$ cat config.mk
export PLATFORM = sky130hd
export DESIGN_NAME = btpc_queue
export DESIGN_NICKNAME = d
export VERILOG_FILES = /design/src/rtl/core/btpc_pkg.sv /design/src/rtl/core/btpc_queue.sv
export SDC_FILE = /design/constraint.sdc
export NUM_CORES = 1
export LEC_CHECK = 0
export BUFFER_PORTS_ARGS = -buffer_cell sky130_fd_sc_hd__buf_2
export CAP_MARGIN = 5
export CORE_MARGIN = 3
export CORE_UTILIZATION = 51
export CTS_CLUSTER_SIZE = 12
export DETAILED_ROUTE_END_ITERATION = 10
export GPL_ROUTABILITY_DRIVEN = 0
export HOLD_SLACK_MARGIN = 0.12
export PLACE_DENSITY = 0.72
export SLEW_MARGIN = 10
export SYNTH_ARGS = -nofsm -noshare
export SYNTH_HDL_FRONTEND = slang
export SYNTH_SLANG_ARGS = --single-unit
export TNS_END_PERCENT = 30
$ cat constraint.sdc
create_clock -name clk -period 5.7 [get_ports clk]
set_input_delay 0.57 -clock clk [delete_from_list [all_inputs] [get_ports clk]]
set_output_delay 0.57 -clock clk [all_outputs]
set_load 0.005 [all_outputs]
$ cat src/rtl/core/btpc_pkg.sv
// ----------------------------------------------------------------------------
// btpc_pkg
// Shared types and constants of the barometric compensation block.
// ----------------------------------------------------------------------------
package btpc_pkg;

  typedef struct packed {
    logic [19:0] raw_temperature;
    logic [19:0] raw_pressure;
  } in_item_t;

  typedef struct packed {
    logic signed [31:0] temperature;
    logic signed [31:0] fine_temperature;
    logic [31:0]        pressure;
    logic               pressure_invalid;
  } out_item_t;

  // handoff from front (temperature, dividend, divisor) to back (divide, finish)
  typedef struct packed {
    logic [31:0] tfine;
    logic [31:0] temp;
    logic [63:0] num;
    logic [63:0] den;
  } job_t;

  localparam logic [1:0] REG_TEMP    = 2'd0;
  localparam logic [1:0] REG_PLOW    = 2'd1;
  localparam logic [1:0] REG_PHIGH   = 2'd2;
  localparam logic [1:0] REG_PNINE   = 2'd3;
  localparam int unsigned CFG_IDX_W  = 8;

  localparam logic [63:0] TFINE_OFFSET = 64'd128000;
  localparam logic [63:0] PRESS_FULL   = 64'd1048576;
  localparam logic [63:0] PRESS_SCALE  = 64'd3125;

endpackage

$ cat src/rtl/core/btpc_queue.sv
// ----------------------------------------------------------------------------
// btpc_queue
// Short job queue between the front pipeline and the divider back end.
// ----------------------------------------------------------------------------
module btpc_queue #(
  parameter int DEPTH = 4
) (
  input  logic           clk,
  input  logic           rst_n,
  input  logic           wr_vld,
  input  btpc_pkg::job_t wr_job,
  input  logic           rd_take,
  output logic           rd_vld,
  output btpc_pkg::job_t rd_job,
  output logic [$clog2(DEPTH+1)-1:0] count
);

  localparam int AW = (DEPTH > 1) ? $clog2(DEPTH) : 1;

  btpc_pkg::job_t       mem_r [DEPTH];
  logic [AW-1:0]        wp_r, rp_r;
  logic [$clog2(DEPTH+1)-1:0] cnt_r;

  // hold entries, advance pointers
  always_ff @(posedge clk) begin
    if (!rst_n) begin
      wp_r  <= '0;
      rp_r  <= '0;
      cnt_r <= '0;
    end else begin
      if (wr_vld) wp_r <= (wp_r == AW'(DEPTH-1)) ? '0 : wp_r + 1'b1;
      if (rd_take) rp_r <= (rp_r == AW'(DEPTH-1)) ? '0 : rp_r + 1'b1;
      cnt_r <= cnt_r + (wr_vld ? 1'b1 : 1'b0) - (rd_take ? 1'b1 : 1'b0);
    end
  end

  always_ff @(posedge clk) begin
    if (wr_vld) mem_r[wp_r] <= wr_job;
  end

  assign rd_vld = (cnt_r != '0);
  assign rd_job = mem_r[rp_r];
  assign count  = cnt_r;

endmodule

==> out/qor.yml, run 1 <==
outcome:
  outcome: "finished, final reports clean"
power_and_ir_drop:
  power_frac_comb: 0.076
  p_switching_w: 0.00253
  p_int_w: 0.00964
  vdd_drop_max_mv: 0.320
  pwr_density_cell_nw_per_um2: 366
  swShare: 0.208
  p_leak_nw: 11.1
  fin_total_pwr_w: 0.0122
  clkPwrFrac: 0.380
  pwr-share-seq: 0.543
setup_path:
  critical_path.endpoint_type: "output pin"
  start_kind: "flip-flop"
  cpPeakStageDelay_ps: 890
  cp.required_ps: 5130
  critical_path_class: "reg2out"
  crit_chain: "buf_4 > mux4_2 > buf_2"
  r2r_setup_slack_ps: 3210
  cp_data_arrival_time_ps: 2870
  worstPathMaxFanout: 37
  cpMaxStageDelayCell: "dfxtp_4"
  critPathTopFamily: "flip-flops"
  critPathBufInv: 2
placement:
  portBuffers: 391
  dpl.hpwl_um: 32500
floorplan:
  die_w_um: 242
  num_rows: 85
  ios: 392
  die_y_um: 242
  core_area_um2: 54500
  dieArea_um2: 58500
  start_util: 0.521
timing:
  fmax_mhz: 291
  fin_tns_setup_ps: 0
  slew_headroom: 0.320
  final-max-slew-violation-count: 0
  rsz0062_at_grt: "no"
  setup_viol: 0
  clock_skew_ps: 11.6
  timing.final.crit_share: 0.604
  fin_crit_ps: 3440
  tightestPinTransition_ps: 1020
  hold_viol: 0
route:
  drc: 0
  wl_per_cell_um: 23.8
  vias: 12626
  totalWireLength_um: 54400
  ant_nets: 0
  dr.first_iter.drc_count: 780
  via_per_inst: 5.53
  drt-pass1-iter-count: 4
clocking:
  clk_latency_ps: 600
  clkTransAtPathRegs_ps: 60
  cts_resized: 0
  clkSinkCount: 777
  cts_tree: "yes"
  h-tree-depth: 3
  post_cts_buffers: 0
  cts_buffer_depth: 3
  cts-root-buf: "clkbuf_16"
  cts_made_buffers: 79
  ctsHoldBuffers: 0
global_routing:
  antenna_found_initial: 19
  grt_overflow_total: 0
  grt_pass1_wl_um: 83100
  track_usage: 0.188
  grt_pass1_vias: 13307
  grt_max_degree: 98
synth:
  netlist_instances: 1045
  synth_nets: 1249
  synth_cell_types: 19
  syn_avg_cell_area_um2: 27.1
  ys_ff_latch: 777
  synth_area_um2: 28400
  ys_seq_area_frac: 0.820
  ys_warn_count: 0
finish:
  multi_input_area_um2: 4580
  nNetsFinal: 1693
  area_delta_synth_final_pct: 17.3
  layout-drive-gt1-share: 0.455
  ff_latch_area_um2: 23200
  fillers: 3762
worst_hold_path:
  worstHoldPathType: "in2reg"
flow_run:
  cap_violations: 0
[flip-flops by register name (all words and copies together), names as in the netlist, named ones only]
| register | flops |
|---|---|
| mem_r | 768 |
| count | 3 |
| rp_r | 2 |
| wp_r | 2 |
[metrics by stage]
step | setup slack [ps] | util | hold slack, ps | instances | cell area [um2]
final | 2260 | 0.611 | 176 | 2282 | 33200
after global routing | 1980 | 0.610 | 150 | 2277 | 33200
after CTS | 2100 | 0.610 | 130 | 2274 | 33200
after detailed placement | 2790 | 0.568 | 515 | 2147 | 30900
after global placement | 2810 | 0.568 | 479 | 2147 | 30900
after floorplan | 196 | - | 476 | 1045 | 28400
[area by class of cell]
class | count | area share
flip-flops and latches | 777 | 0.699
multi-input cells | 219 | 0.138
repair buffers | 406 | 0.0649
clock buffers | 105 | 0.0627
well taps | 739 | 0.0278
clock inverters | 22 | 0.00625
inverters | 6 | 0.000677
diodes | 8 | 0.000602
[metal layers]
layer | routed length (um) | global-route usage | up-vias
met5 | 133 | 0 | -
li1 | - | - | 5427
met2 | 26600 | 0.295 | 422
met1 | 21500 | 0.248 | 6657
met4 | 1210 | 0.0619 | 22
met3 | 4890 | 0.0681 | 98
[synthesized netlist by cell type]
cell type,n,area [um2]
a21oi_1,2,10.0
and2_1,5,31.3
buf_12,20,400
buf_2,18,90.1
buf_4,1,7.51
buf_6,1,11.3
clkbuf_1,3,11.3
dfxtp_1,9,180
edfxtp_1,768,23100
fa_1,1,20.0
ha_1,7,87.6
inv_1,6,22.5
mux2i_1,2,20.0
mux4_2,192,4320
nand2b_1,2,12.5
nor2_1,4,15.0
or3_1,1,6.26
or3b_2,2,17.5
xnor3_1,1,22.5
[power groups by stage]
stage | Sequential (W) | Combinational [W] | Clock [W]
6_report | 0.00661 | 0.000930 | 0.00463
4_1_cts | 0.00661 | 0.000957 | 0.00475
5_1_grt | 0.00663 | 0.00101 | 0.00498
2_1_floorplan | 0.00673 | 0.000550 | 0
3_3_place_gp | 0.00671 | 0.000935 | 0
3_5_place_dp | 0.00673 | 0.000949 | 0
[worst register-to-register path: stages (launching register included)]
cell	delay, ps
dfxtp_1	400
ha_1	170
and2_4	790
buf_4	700
[layout by cell type (no fill, tap or decap), types with 2 or more instances in the layout]
cell / count
clkbuf_16: 79
buf_2: 391
dfxtp_1: 7
nor2_1: 4
clkbuf_1: 25
inv_6: 3
clkinv_1: 9
buf_4: 8
diode_2: 8
bufinv_16: 2
edfxtp_1: 768
nand2b_1: 2
dfxtp_4: 2
clkinv_2: 3
mux2i_1: 2
or3b_2: 2
clkinv_8: 4
inv_1: 6
buf_12: 7
a21oi_1: 2
and2_4: 4
ha_1: 7
mux4_2: 192
[cells by family after synthesis]
group	synth area share
and+or+nand+nor	0.00291
xor gates and xnor gates	0.000794
adders and majority gates	0.00380
muxes	0.153
DFF	0.820
AOI/OAI and AO/OA	0.000353
buffers and inverters	0.0192
[final timing paths]
| path | startpoint | endpoint | cells past startpoint |
|---|---|---|---|
| worst max-delay path | flip-flop | rd_job[165] | 3 |
| worst min-delay path | wr_job[19] | mem_r[1][19] | 1 |
| worst max register to register | wp_r[0] | mem_r[1][40] | 3 |
| worst min register to register | rp_r[0] | flip-flop | 2 |
No activity file was read; power rests on OpenSTA's default activity.
==> run 2, diff against run 1 <==
==> constraint.sdc (replaced) <==
create_clock -name clk -period 3.05 [get_ports clk]
set_input_delay 0.305 -clock clk [delete_from_list [all_inputs] [get_ports clk]]
set_output_delay 0.305 -clock clk [all_outputs]
set_load 0.005 [all_outputs]
==> run 2 against run 1 <==
  * First-iteration DRC count grew 6.8%
  * Critical path type unchanged
  * Largest cell class unchanged
  * Cell count up 9.6%
  * Critical endpoint is now rd_job[86]
  * Die area unchanged
  * Utilization is 4.3 points higher
  * Flip-flop and latch count did not move
==> out/qor.yml, run 2 (synthesis gave the netlist of run 1 again) <==
outcome:
  outcome: "finished, final reports clean"
timing:
  fin_crit_ps: 2670
  hold_viol: 0
  fmax_mhz: 374
  clock_skew_ps: 16.9
  tightestPinTransition_ps: 777
  slew_headroom: 0.482
  timing.final.crit_share: 0.876
  rsz0062_at_grt: "no"
  setup_viol: 0
  final-max-slew-violation-count: 0
  fin_tns_setup_ps: 0
  setup_slack_ps: 378
clocking:
  h-tree-depth: 3
  clkSinkCount: 777
  cts_resized: 0
  clkTransAtPathRegs_ps: 60
  cts_made_buffers: 79
  cts_buffer_depth: 3
  cts_tree: "yes"
  cts-root-buf: "clkbuf_16"
  post_cts_buffers: 0
  clk_latency_ps: 610
finish:
  layout-drive-gt1-share: 0.416
  largest_reg_flops: 768
  nNetsFinal: 1920
  area_delta_synth_final_pct: 25.6
  layout_common_cells: "768 x edfxtp_1, 391 x buf_2, 195 x dlygate4sd3_1, 192 x mux4_2, 80 x clkbuf_16"
  final_cells: 2500
  regMostFlops: "mem_r"
  fin_area_um2: 35600
  layout_commonest_cell: "edfxtp_1"
setup_path:
  critical_path_class: "reg2out"
  crit_cells: 3
  cp_data_arrival_time_ps: 2370
  start_kind: "flip-flop"
  worstPathMaxFanout: 19
  cp.required_ps: 2740
  rr_worst_depth: 3
  rr_endpoint: "mem_r[3][58]"
  critical_path.endpoint: "rd_job[86]"
  critical_path.endpoint_type: "output pin"
  critPathBufInv: 2
  crit_chain: "buf_4 > mux4_2 > buf_2"
  critPathTopFamily: "flip-flops"
  cpPeakStageDelay_ps: 650
  cpMaxStageDelayCell: "dfxtp_4"
  r2r_start: "wp_r[0]"
  r2r_setup_slack_ps: 1060
global_routing:
  track_usage: 0.211
  grt_pass1_wl_um: 93200
  grt_overflow_total: 0
  grt_max_degree: 60
  antenna_found_initial: 6
  grt_pass1_vias: 14830
power_and_ir_drop:
  clkPwrFrac: 0.371
  fin_total_pwr_w: 0.0229
  p_int_w: 0.0181
  vdd_drop_max_mv: 0.488
  p_leak_nw: 12.1
  pwr_density_cell_nw_per_um2: 644
  swShare: 0.212
  pwr-share-seq: 0.538
  p_switching_w: 0.00487
  power_frac_comb: 0.092
floorplan:
  start_util: 0.521
  die_y_um: 242
  num_rows: 85
  core_area_um2: 54500
  ios: 392
  die_w_um: 242
  dieArea_um2: 58500
worst_hold_path:
  worstHoldPathType: "in2reg"
placement:
  pre_cts_ws_ps: 942
  placed_cell_area_um2: 31400
  portBuffers: 391
  dpl.hpwl_um: 35500
  placedCellCount: 2179
route:
  drt-pass1-iter-count: 5
  via_per_inst: 5.47
  wl_per_cell_um: 24.2
  vias: 13676
  drc: 0
  dr.first_iter.drc_count: 833
  ant_nets: 0
  totalWireLength_um: 60600
flow_run:
  cap_violations: 0
-- run 2: cell count changes in the layout (fill, tap and decap cells not counted) --
cell,delta
clkinv_2,+3
diode_2,-2
clkinv_8,-3
bufinv_16,-2
dlygate4sd3_1,+195
clkbuf_8,-1
clkbuf_16,+1
clkinv_4,+1
clkinv_1,-3
clkbuf_1,-3
buf_12,+21
buf_4,+11
-- run 2: what timing repair did --
action / 4_1_cts / 5_1_grt
hold buffers: 195 / 0
endpoints found under the hold margin: 777 / 0
endpoints found under the setup margin: 0 / 0
-- run 2: layer usage --
layer  track usage  wire length, um  part of all wire  vias to the layer above
li1              -                -                 -                     5889
met1         0.272            23000              0.38                     7173
met2         0.356            31400              0.52                      524
met3        0.0568             4800             0.079                       88
met4        0.0659             1360             0.022                        2
met5             0               13           0.00021                        -
-- run 2: power groups by stage --
stage | logic, W | registers, W | clock network [W]
floorplan | 0.00103 | 0.0125 | 0
global placement | 0.00188 | 0.0125 | 0
detailed placement | 0.00190 | 0.0126 | 0
CTS | 0.00212 | 0.0123 | 0.00865
global route | 0.00226 | 0.0124 | 0.00913
finish | 0.00210 | 0.0123 | 0.00850
-- run 2: area by class of cell --
type	instances	area, um2
repair buffers	633	4610
well taps	739	925
multi-input cells	219	4580
inverters	6	22.5
fillers	3499	18900
diodes	6	15.0
clock buffers	102	2080
flip-flops and latches	777	23200
clock inverters	18	111
-- run 2: worst min-delay path by stage --
stage	from	to	cells after the start	slack, ps
floorplan	wr_job[0]	mem_r[0][0]	0	400
global placement	rp_r[0]	flip-flop	2	490
detailed placement	rp_r[0]	flip-flop	2	490
CTS	wr_job[45]	mem_r[3][45]	2	410
global route	wr_job[123]	mem_r[1][123]	2	430
finish	wr_job[27]	mem_r[2][27]	2	450
-- run 2: stage by stage --
stage | util | hold WS, ps
global placement | 0.577 | 487
global route | 0.654 | 429
CTS | 0.653 | 406
finish | 0.654 | 451
detailed placement | 0.577 | 488
floorplan | - | 404
